`src/rtl/sha1_pkg.sv`:
```
// ---------------------------------------------------------------------------
// SHA-1 hasher package
// Shared item type, round constants and helper functions of the SHA-1 hasher.
// ---------------------------------------------------------------------------
`default_nettype none

package sha1_pkg;

  // One classified input item as it travels from the front end to the engine.
  typedef struct packed {
    logic [7:0] data;
    logic       has_byte;
    logic       last;
  } item_t;

  localparam int QUEUE_DEPTH_DEFAULT = 4;
  localparam int ROUNDS = 80;

  localparam logic [7:0] PAD_MARK = 8'h80;

  localparam logic [31:0] H0_INIT = 32'h67452301;
  localparam logic [31:0] H1_INIT = 32'hEFCDAB89;
  localparam logic [31:0] H2_INIT = 32'h98BADCFE;
  localparam logic [31:0] H3_INIT = 32'h10325476;
  localparam logic [31:0] H4_INIT = 32'hC3D2E1F0;

  localparam logic [31:0] K0 = 32'h5A827999;
  localparam logic [31:0] K1 = 32'h6ED9EBA1;
  localparam logic [31:0] K2 = 32'h8F1BBCDC;
  localparam logic [31:0] K3 = 32'hCA62C1D6;

  function automatic logic [31:0] rol1(input logic [31:0] v);
    rol1 = {v[30:0], v[31]};
  endfunction

  function automatic logic [31:0] rol5(input logic [31:0] v);
    rol5 = {v[26:0], v[31:27]};
  endfunction

  function automatic logic [31:0] rol30(input logic [31:0] v);
    rol30 = {v[1:0], v[31:2]};
  endfunction

endpackage

`default_nettype wire

```
`src/rtl/sha1_queue.sv`:
```
// ---------------------------------------------------------------------------
// SHA-1 item queue
// Small first-in first-out queue of classified items between front and engine.
// ---------------------------------------------------------------------------
`default_nettype none

module sha1_queue
  import sha1_pkg::*;
#(
  parameter int DEPTH = QUEUE_DEPTH_DEFAULT
) (
  input  wire logic  clk,
  input  wire logic  rst,
  input  wire logic  push_valid,
  output logic       push_ready,
  input  wire item_t push_item,
  output logic       pop_valid,
  input  wire logic  pop_ready,
  output item_t      pop_item
);

  localparam int PW = $clog2(DEPTH);
  localparam int CW = $clog2(DEPTH + 1);

  item_t         slots [DEPTH];
  logic [PW-1:0] wr_ptr;
  logic [PW-1:0] rd_ptr;
  logic [CW-1:0] count;
  logic          do_push;
  logic          do_pop;

  assign push_ready = (count != CW'(DEPTH));
  assign pop_valid  = (count != '0);
  assign pop_item   = slots[rd_ptr];
  assign do_push    = push_valid && push_ready;
  assign do_pop     = pop_valid && pop_ready;

  always_ff @(posedge clk) begin
    if (do_push) begin
      slots[wr_ptr] <= push_item;
    end
  end

  always_ff @(posedge clk) begin
    if (rst) begin
      wr_ptr <= '0;
      rd_ptr <= '0;
      count  <= '0;
    end else begin
      if (do_push) begin
        wr_ptr <= (wr_ptr == PW'(DEPTH - 1)) ? '0 : wr_ptr + 1'b1;
      end
      if (do_pop) begin
        rd_ptr <= (rd_ptr == PW'(DEPTH - 1)) ? '0 : rd_ptr + 1'b1;
      end
      if (do_push && !do_pop) begin
        count <= count + 1'b1;
      end else if (do_pop && !do_push) begin
        count <= count - 1'b1;
      end
    end
  end

endmodule

`default_nettype wire

```
`src/rtl/sha1_front.sv`:
```
// ---------------------------------------------------------------------------
// SHA-1 front end
// Registers input items, drops items that carry neither byte nor end mark.
// ---------------------------------------------------------------------------
`default_nettype none

module sha1_front
  import sha1_pkg::*;
(
  input  wire logic       clk,
  input  wire logic       rst,
  input  wire logic       in_valid,
  output logic            in_ready,
  input  wire logic [7:0] data_byte,
  input  wire logic       byte_valid,
  input  wire logic       end_of_message,
  output logic            push_valid,
  input  wire logic       push_ready,
  output item_t           push_item
);

  logic  st_valid;
  item_t st_item;
  logic  take;

  assign in_ready   = !st_valid || push_ready;
  assign take       = in_valid && in_ready;
  assign push_valid = st_valid;
  assign push_item  = st_item;

  always_ff @(posedge clk) begin
    if (take) begin
      st_item.data     <= data_byte;
      st_item.has_byte <= byte_valid;
      st_item.last     <= end_of_message;
    end
  end

  always_ff @(posedge clk) begin
    if (rst) begin
      st_valid <= 1'b0;
    end else if (take) begin
      // An item with no byte and no end mark has no effect at all.
      st_valid <= byte_valid || end_of_message;
    end else if (push_ready) begin
      st_valid <= 1'b0;
    end
  end

endmodule

`default_nettype wire

```
`src/rtl/sha1_back.sv`:
```
// ---------------------------------------------------------------------------
// SHA-1 back end
// Packs bytes into blocks, generates padding, runs the rounds, emits digests.
// ---------------------------------------------------------------------------
`default_nettype none

module sha1_back
  import sha1_pkg::*;
(
  input  wire logic   clk,
  input  wire logic   rst,
  input  wire logic   pop_valid,
  output logic        pop_ready,
  input  wire item_t  pop_item,
  output logic        out_valid,
  input  wire logic   out_ready,
  output logic [31:0] digest_word,
  output logic [2:0]  word_index,
  output logic        digest_done
);

  localparam logic [1:0] C_MSG  = 2'd0;
  localparam logic [1:0] C_MARK = 2'd1;
  localparam logic [1:0] C_WRAP = 2'd2;
  localparam logic [1:0] C_TAIL = 2'd3;

  localparam logic [1:0] E_IDLE  = 2'd0;
  localparam logic [1:0] E_ROUND = 2'd1;
  localparam logic [1:0] E_FIN   = 2'd2;
  localparam logic [1:0] E_OUT   = 2'd3;

  // Collector state.
  logic [1:0]  mode;
  logic [1:0]  mode_next;
  logic [5:0]  pos;
  logic [23:0] partial;
  logic [63:0] bit_length;
  logic [31:0] block_words [16];
  logic        buf_full;
  logic        buf_final;
  logic        ins_en;
  logic [7:0]  ins_byte;
  logic        len_add;
  logic [7:0]  len_byte;

  // Engine state.
  logic [1:0]  estate;
  logic [6:0]  rnd;
  logic [31:0] sched [16];
  logic [31:0] cv [5];
  logic [31:0] ra, rb, rc, rd, re;
  logic        blk_final;
  logic [2:0]  oidx;
  logic        load;
  logic [31:0] f_val;
  logic [31:0] k_val;
  logic [31:0] t_val;
  logic [31:0] w_new;
  logic [31:0] cv_sel;

  assign len_byte = bit_length[{~pos[2:0], 3'b000} +: 8];
  assign load     = (estate == E_IDLE) && buf_full;

  always_comb begin
    ins_en    = 1'b0;
    ins_byte  = '0;
    len_add   = 1'b0;
    pop_ready = 1'b0;
    mode_next = mode;
    if (!buf_full) begin
      case (mode)
        C_MSG: begin
          if (pop_valid) begin
            pop_ready = 1'b1;
            if (pop_item.has_byte) begin
              ins_en   = 1'b1;
              ins_byte = pop_item.data;
              len_add  = 1'b1;
            end
            if (pop_item.last) begin
              mode_next = C_MARK;
            end
          end
        end
        C_MARK: begin
          ins_en   = 1'b1;
          ins_byte = PAD_MARK;
          // When the marker lands inside the length field the block is
          // zero-filled and the length moves into a block of its own.
          if (pos[5:3] == 3'd7 && pos != 6'd63) begin
            mode_next = C_WRAP;
          end else begin
            mode_next = C_TAIL;
          end
        end
        C_WRAP: begin
          ins_en = 1'b1;
          if (pos == 6'd63) begin
            mode_next = C_TAIL;
          end
        end
        C_TAIL: begin
          ins_en   = 1'b1;
          ins_byte = (pos[5:3] == 3'd7) ? len_byte : 8'd0;
          if (pos == 6'd63) begin
            mode_next = C_MSG;
          end
        end
        default: begin
          mode_next = C_MSG;
        end
      endcase
    end
  end

  always_ff @(posedge clk) begin
    if (ins_en) begin
      if (pos[1:0] == 2'd3) begin
        block_words[pos[5:2]] <= {partial, ins_byte};
      end else begin
        partial <= {partial[15:0], ins_byte};
      end
    end
  end

  always_ff @(posedge clk) begin
    if (rst) begin
      mode       <= C_MSG;
      pos        <= '0;
      bit_length <= '0;
      buf_full   <= 1'b0;
      buf_final  <= 1'b0;
    end else begin
      mode <= mode_next;
      if (ins_en) begin
        pos <= pos + 1'b1;
        if (pos == 6'd63) begin
          buf_full  <= 1'b1;
          buf_final <= (mode == C_TAIL);
        end
      end else if (load) begin
        buf_full <= 1'b0;
      end
      if (len_add) begin
        bit_length <= bit_length + 64'd8;
      end else if (ins_en && mode == C_TAIL && pos == 6'd63) begin
        bit_length <= '0;
      end
    end
  end

  always_comb begin
    if (rnd < 7'd20) begin
      f_val = (rb & rc) | (~rb & rd);
      k_val = K0;
    end else if (rnd < 7'd40) begin
      f_val = rb ^ rc ^ rd;
      k_val = K1;
    end else if (rnd < 7'd60) begin
      f_val = (rb & rc) | (rb & rd) | (rc & rd);
      k_val = K2;
    end else begin
      f_val = rb ^ rc ^ rd;
      k_val = K3;
    end
    t_val = rol5(ra) + f_val + re + k_val + sched[0];
    w_new = rol1(sched[13] ^ sched[8] ^ sched[2] ^ sched[0]);
  end

  always_comb begin
    case (oidx)
      3'd0:    cv_sel = cv[0];
      3'd1:    cv_sel = cv[1];
      3'd2:    cv_sel = cv[2];
      3'd3:    cv_sel = cv[3];
      3'd4:    cv_sel = cv[4];
      default: cv_sel = '0;
    endcase
  end

  always_ff @(posedge clk) begin
    case (estate)
      E_IDLE: begin
        if (load) begin
          for (int i = 0; i < 16; i++) begin
            sched[i] <= block_words[i];
          end
          ra        <= cv[0];
          rb        <= cv[1];
          rc        <= cv[2];
          rd        <= cv[3];
          re        <= cv[4];
          blk_final <= buf_final;
        end
      end
      E_ROUND: begin
        for (int i = 0; i < 15; i++) begin
          sched[i] <= sched[i + 1];
        end
        sched[15] <= w_new;
        ra        <= t_val;
        rb        <= ra;
        rc        <= rol30(rb);
        rd        <= rc;
        re        <= rd;
      end
      default: begin
      end
    endcase
    if (estate == E_OUT && !out_valid) begin
      digest_word <= cv_sel;
      word_index  <= oidx;
      digest_done <= (oidx == 3'd4);
    end
  end

  always_ff @(posedge clk) begin
    if (rst) begin
      estate    <= E_IDLE;
      rnd       <= '0;
      oidx      <= '0;
      out_valid <= 1'b0;
      cv[0]     <= H0_INIT;
      cv[1]     <= H1_INIT;
      cv[2]     <= H2_INIT;
      cv[3]     <= H3_INIT;
      cv[4]     <= H4_INIT;
    end else begin
      case (estate)
        E_IDLE: begin
          if (load) begin
            rnd    <= '0;
            estate <= E_ROUND;
          end
        end
        E_ROUND: begin
          rnd <= rnd + 1'b1;
          if (rnd == 7'(ROUNDS - 1)) begin
            estate <= E_FIN;
          end
        end
        E_FIN: begin
          cv[0]  <= cv[0] + ra;
          cv[1]  <= cv[1] + rb;
          cv[2]  <= cv[2] + rc;
          cv[3]  <= cv[3] + rd;
          cv[4]  <= cv[4] + re;
          oidx   <= '0;
          estate <= blk_final ? E_OUT : E_IDLE;
        end
        E_OUT: begin
          if (!out_valid) begin
            out_valid <= 1'b1;
          end else if (out_ready) begin
            out_valid <= 1'b0;
            oidx      <= oidx + 1'b1;
            if (oidx == 3'd4) begin
              cv[0]  <= H0_INIT;
              cv[1]  <= H1_INIT;
              cv[2]  <= H2_INIT;
              cv[3]  <= H3_INIT;
              cv[4]  <= H4_INIT;
              estate <= E_IDLE;
            end
          end
        end
        default: begin
          estate <= E_IDLE;
        end
      endcase
    end
  end

endmodule

`default_nettype wire

```
`src/rtl/sha1_message_hasher_top.sv`:
```
// ---------------------------------------------------------------------------
// SHA-1 message hasher, top level
// Byte-serial SHA-1: front stage, item queue and a block/round engine.
// ---------------------------------------------------------------------------
// Throughput: one byte per cycle into the block buffer while it is not full;
//   a full block is compressed in steps (load, 80 rounds, chaining add) by
//   the one-round-per-cycle loop, while the next block is being collected.
// End of message: the end item adds 9 to 72 padding bytes, one or two block
//   compressions, then each digest word is shown from an output register.
// Reset: synchronous; clears handshake and queue state and loads the initial
//   chaining values. The block buffer needs no clearing pass.
`default_nettype none

module sha1_message_hasher_top
  import sha1_pkg::*;
#(
  parameter int QUEUE_DEPTH = QUEUE_DEPTH_DEFAULT
) (
  input  wire logic        clk,
  input  wire logic        rst,
  input  wire logic        in_valid,
  output logic             in_ready,
  input  wire logic [7:0]  data_byte,
  input  wire logic        byte_valid,
  input  wire logic        end_of_message,
  output logic             out_valid,
  input  wire logic        out_ready,
  output logic [31:0]      digest_word,
  output logic [2:0]       word_index,
  output logic             digest_done
);

  // The front stage registers each item and drops the ones that carry
  // neither a byte nor an end mark, since those change nothing.
  logic  push_valid;
  logic  push_ready;
  item_t push_item;

  // Items popped by the back end, which may stall on a full block buffer
  // or during padding while the front keeps filling the queue.
  logic  pop_valid;
  logic  pop_ready;
  item_t pop_item;

  sha1_front u_front (
    .clk            (clk),
    .rst            (rst),
    .in_valid       (in_valid),
    .in_ready       (in_ready),
    .data_byte      (data_byte),
    .byte_valid     (byte_valid),
    .end_of_message (end_of_message),
    .push_valid     (push_valid),
    .push_ready     (push_ready),
    .push_item      (push_item)
  );

  sha1_queue #(
    .DEPTH (QUEUE_DEPTH)
  ) u_queue (
    .clk        (clk),
    .rst        (rst),
    .push_valid (push_valid),
    .push_ready (push_ready),
    .push_item  (push_item),
    .pop_valid  (pop_valid),
    .pop_ready  (pop_ready),
    .pop_item   (pop_item)
  );

  // The back end collects bytes of the next block while the rounds of the
  // previous block run, and holds each digest word in an output register.
  sha1_back u_back (
    .clk         (clk),
    .rst         (rst),
    .pop_valid   (pop_valid),
    .pop_ready   (pop_ready),
    .pop_item    (pop_item),
    .out_valid   (out_valid),
    .out_ready   (out_ready),
    .digest_word (digest_word),
    .word_index  (word_index),
    .digest_done (digest_done)
  );

endmodule

`default_nettype wire
```
`config.mk`:
```
export PLATFORM = sky130hd
export DESIGN_NAME = sha1_message_hasher_top
export DESIGN_NICKNAME = d
export VERILOG_FILES = /design/src/rtl/sha1_pkg.sv /design/src/rtl/sha1_queue.sv /design/src/rtl/sha1_front.sv /design/src/rtl/sha1_back.sv /design/src/rtl/sha1_message_hasher_top.sv
export SDC_FILE = /design/constraint.sdc
export NUM_CORES = 2
export LEC_CHECK = 0
export ABC_AREA = 0
export BUFFER_PORTS_ARGS = -buffer_cell sky130_fd_sc_hd__clkbuf_2
export CAP_MARGIN = 30
export CORE_MARGIN = 3
export CORE_UTILIZATION = 57
export DETAILED_ROUTE_END_ITERATION = 8
export HOLD_SLACK_MARGIN = 0.06
export PLACE_DENSITY_LB_ADDON = 0.05
export SYNTH_ARGS = -nofsm -noshare
export SYNTH_HDL_FRONTEND = slang
export SYNTH_SLANG_ARGS = --single-unit
```
`constraint.sdc`:
```
create_clock -name clk -period 28.5 [get_ports clk]
set_clock_uncertainty 0.15 [all_clocks]
set_input_delay 5.7 -clock clk [delete_from_list [all_inputs] [get_ports clk]]
set_output_delay 5.7 -clock clk [all_outputs]
set_load 0.01 [all_outputs]
```
==> metrics.md <==
| Metric | Value |
|---|---|
| Post-Synthesis Cells | `around 6300` |
| Initial Utilization | `0.576` |
| Crit Path Class | `reg -> out` |
| Die X-Extent | `roughly 360 um` |
| Synth Net Count | `6681` |
| DP HPWL | `112000 um` |
| Hold crit path type | `reg -> reg` |
| Die area | `0.132 mm2` |
| TNS Setup | `0 ps` |
| Total Wirelength | `between 150000 and 200000 um` |
| Main flop type after synthesis | `edfxtp_1` |
| Leak | `30.1 nW` |
| CP endpoint kind | `primary output` |
| Total Routing Usage GR | `0.275` |
| CTS sink cnt | `roughly 1500` |
| Share of post-route cells with drive strength above 1 | `0.0687` |
| CP Max Fanout | `5` |
| Synth warnings | `0` |
| Max-slew violation count | `0` |
| Post-CTS setup buffers | `0` |
| Placeable Area | `roughly 0.13 mm2` |
| Vias in the first global route | `45700` |
| Final period utilization | `0.266` |
| Cts bufs inserted | `approximately 160` |
| Final count of hold timing violations | `0` |
| Worst skew pair latency | `about 800 ps` |
| Count of cells resized by post-cts repair | `0` |
| Routed len/inst | `about 22 um` |
| Cell Pwr Density | `62.0 mW/mm2` |
| Setup Viol. Count Final | `0` |
| Pre-CTS setup slack | `about 20000 ps` |
| Fraction of registers with async set/reset | `0` |
| Antenna Cells | `0` |
| IO Pins | `between 50 and 60` |
| CTS tree | `yes` |
| Max Fclk | `between 0.1 and 0.15 GHz` |
| Flop2flop setup slack | `21330 ps` |
| First-pass GRT wire length | `roughly 280000 um` |
| Initial antenna violation count | `2` |
| GPL Wtd Cong | `between 0.9 and 1` |
| Chip Height | `about 360 um` |
| Tightest Pin Transition | `~1300 ps` |
| Worst EP arrival | `around 1700 ps` |
| CP startpoint kind | `flip-flop` |
| Slew HR | `0.119` |
| RSZ-0062 raised after global routing | `false` |
| H-tree Lvls | `4` |
| Drt via density | `a little under 6` |
| DRC | `0` |
| Largest net degree at the start of global routing | `195` |
| Peak supply drop | `around 0.063 mV` |
| CP Data Required Time | `between 20000 and 25000 ps` |
| Tmin final | `around 7600 ps` |
| Maxcap violations | `0` |
| Sequential-to-total area share from yosys stat | `0.627` |
| Final setup margin | `~21000 ps` |
| Worst-path clk slew | `~60 ps` |
| Post-CTS Hold Fix Bufs | `0` |
| CTS Root Cell | `clkbuf_16` |
| Synth Cell Area | `approximately 0.073 mm2` |
| #FFs+latches synth | `1549` |
| Number of detailed-route iterations in the first pass | `6` |
| PortBufs | `51` |
| Yosys cell types | `92` |
| Status | `completed` |
| Area growth from synthesis to layout | `10.1%` |
| Clock buffer depth | `3` |
| Vias | `47200` |
| Layout net count | `just under 7000` |
| Final ANT Viol Nets | `0` |
| Number of synthesized flops with an enable pin | `approximately 1500` |
| FP Rows | `between 100 and 150` |
| Syn Area/Cell | `between 10 and 15 um2` |
| Drt initial violations | `slightly above 4000` |
| Total grt overflow | `0` |
## layout by cell type (no fill, tap or decap), drive strengths merged, types with 23 or more instances in the layout
| master | netlist | layout |
|---|---|---|
| and2 | 30 | 30 |
| a21oi | 193 | 193 |
| clkbuf | 217 | 261 |
| edfxtp | 1455 | 1455 |
| or3 | 24 | 24 |
| nand3 | 110 | 110 |
| a22oi | 61 | 61 |
| and3 | 34 | 34 |
| xor2 | 75 | 75 |
| xnor2 | 171 | 171 |
| nor2 | 252 | 252 |
| o21ai | 204 | 204 |
| fa | 125 | 125 |
| buf | 20 | 70 |
| a211oi | 28 | 28 |
| dfxtp | 94 | 94 |
| clkinv | 0 | 68 |
| nor3 | 63 | 63 |
| a21o | 70 | 70 |
| nor2b | 54 | 54 |
| nand2 | 2113 | 2113 |
| nand2b | 38 | 38 |
| nand4 | 32 | 32 |
| a31oi | 25 | 25 |
| o21a | 38 | 38 |
| or2 | 28 | 28 |
| o211ai | 30 | 30 |
| ha | 239 | 239 |
| inv | 218 | 221 |
| mux4 | 23 | 23 |
## cells by family after synthesis
| family | after synthesis | share of synthesized area |
|---|---|---|
| AND/OR/NAND/NOR | 2827 | 0.161 |
| buffers and inverters | 455 | 0.0236 |
| multiplexers | 51 | 0.0113 |
| flip-flops | 1549 | 0.627 |
| XOR/XNOR | 246 | 0.0296 |
| AO/OA/AOI/OAI | 811 | 0.0724 |
| adder cells (fa/ha/maj) | 364 | 0.0755 |
## report_power, final
group | total [W] | internal (W) | switching [W] | leakage, nW
logic | 0.000190 | 0.0000653 | 0.000125 | 13.9
registers | 0.00273 | 0.00262 | 0.000109 | 13.8
clock network | 0.00204 | 0.00113 | 0.000908 | 2.45
total | 0.00496 | 0.00382 | 0.00114 | 30.1
## synth_stat cells (all sizes together), types with 8 or more instances
master  number  area, um2
nand2     2113       7930
inv        218        818
and4        11       97.6
a22oi       61        458
edfxtp    1455      43700
mux4        23        529
nand3      110        556
clkbuf     217        816
and2        30        188
a31oi       25        156
a21o        70        526
nor2b       54        338
mux2i       17        170
a222oi      10        100
ha         239       2990
a211oi      28        210
a211o        8       70.1
o211ai      30        225
nand2b      38        238
or3         24        155
nand4       32        221
buf         20       85.1
and3        34        213
xnor2      171       1500
a21boi      12       90.1
o21a        38        285
nor3b       10       75.1
nor3        63        315
o32ai       21        184
dfxtp       94       1880
mux2        11        124
o31ai       19        143
nor2       252        948
fa         125       2500
xor2        75        657
o21bai      18        135
o21ai      204       1020
a21oi      193        970
or2         28        175
## flip-flops by register name, summed over array words and instances, names as in the netlist, 2 cells and up, named ones only
signal and count:
u_back.pos 6, u_back.rd 32, u_back.cv 160, u_back.ra 32
u_back.digest_word 32, u_back.rnd 7, u_front.push_item 10, u_queue.rd_ptr 2
u_back.re 32, u_back.block_words 512, u_back.oidx 3, u_queue.count 3
u_queue.wr_ptr 2, u_back.rb 32, u_back.bit_length 61, u_back.sched 512
u_back.estate 2, u_queue.slots 40, u_back.partial 24, u_back.word_index 3
u_back.mode 2, u_back.rc 32
## worst paths after layout
path / start / end / cells past startpoint
min: u_back.block_words[12][23]$_DFFE_PP_ / u_back.sched[0][407]$_DFFE_PP_ / 2
max: u_queue.count[0]$_SDFFE_PP0P_ / in_ready / 3
max reg2reg: u_back.rnd[4]$_SDFFE_PP0P_ / u_back.ra[31]$_DFFE_PP_ / 24
min reg2reg: u_back.block_words[12][23]$_DFFE_PP_ / u_back.sched[0][407]$_DFFE_PP_ / 2
## stage by stage
| stage | total power (W) | cells | utilization | area (um2) | hold WS (ps) |
|---|---|---|---|---|---|
| 2_1_floorplan | 0.00285 | 6303 | - | 72700 | 259 |
| 5_1_grt | 0.00511 | 8130 | 0.635 | 80100 | 365 |
| 3_3_place_gp | 0.00296 | 7831 | 0.593 | 74900 | 324 |
| 3_5_place_dp | 0.00297 | 7836 | 0.594 | 75000 | 332 |
| 6_report | 0.00496 | 8130 | 0.635 | 80100 | 337 |
| 4_1_cts | 0.00500 | 8130 | 0.635 | 80100 | 340 |
## worst max-delay path: stages, from the launching register on
cell	delay, ps
dfxtp_1	370
nor2_1	160
nand3_1	210
clkbuf_2	190
## final cells by class
cell class	count	area (um2)
repair buffers	120	903
well taps	1650	2060
flip-flops and latches	1549	45600
inverters	218	823
clock inverters	83	793
multi-input cells	4299	25600
fillers	9772	46100
clock buffers	211	4310
## per-layer routing
layer | wire [um] | global-route usage | share of wire
met1 | 79100 | 0.391 | 0.44
met2 | 85300 | 0.444 | 0.47
met3 | 9990 | 0.0346 | 0.056
met4 | 5560 | 0.0906 | 0.031
met5 | 13 | 0 | 0.000072
(Power assumes the default switching activity.)
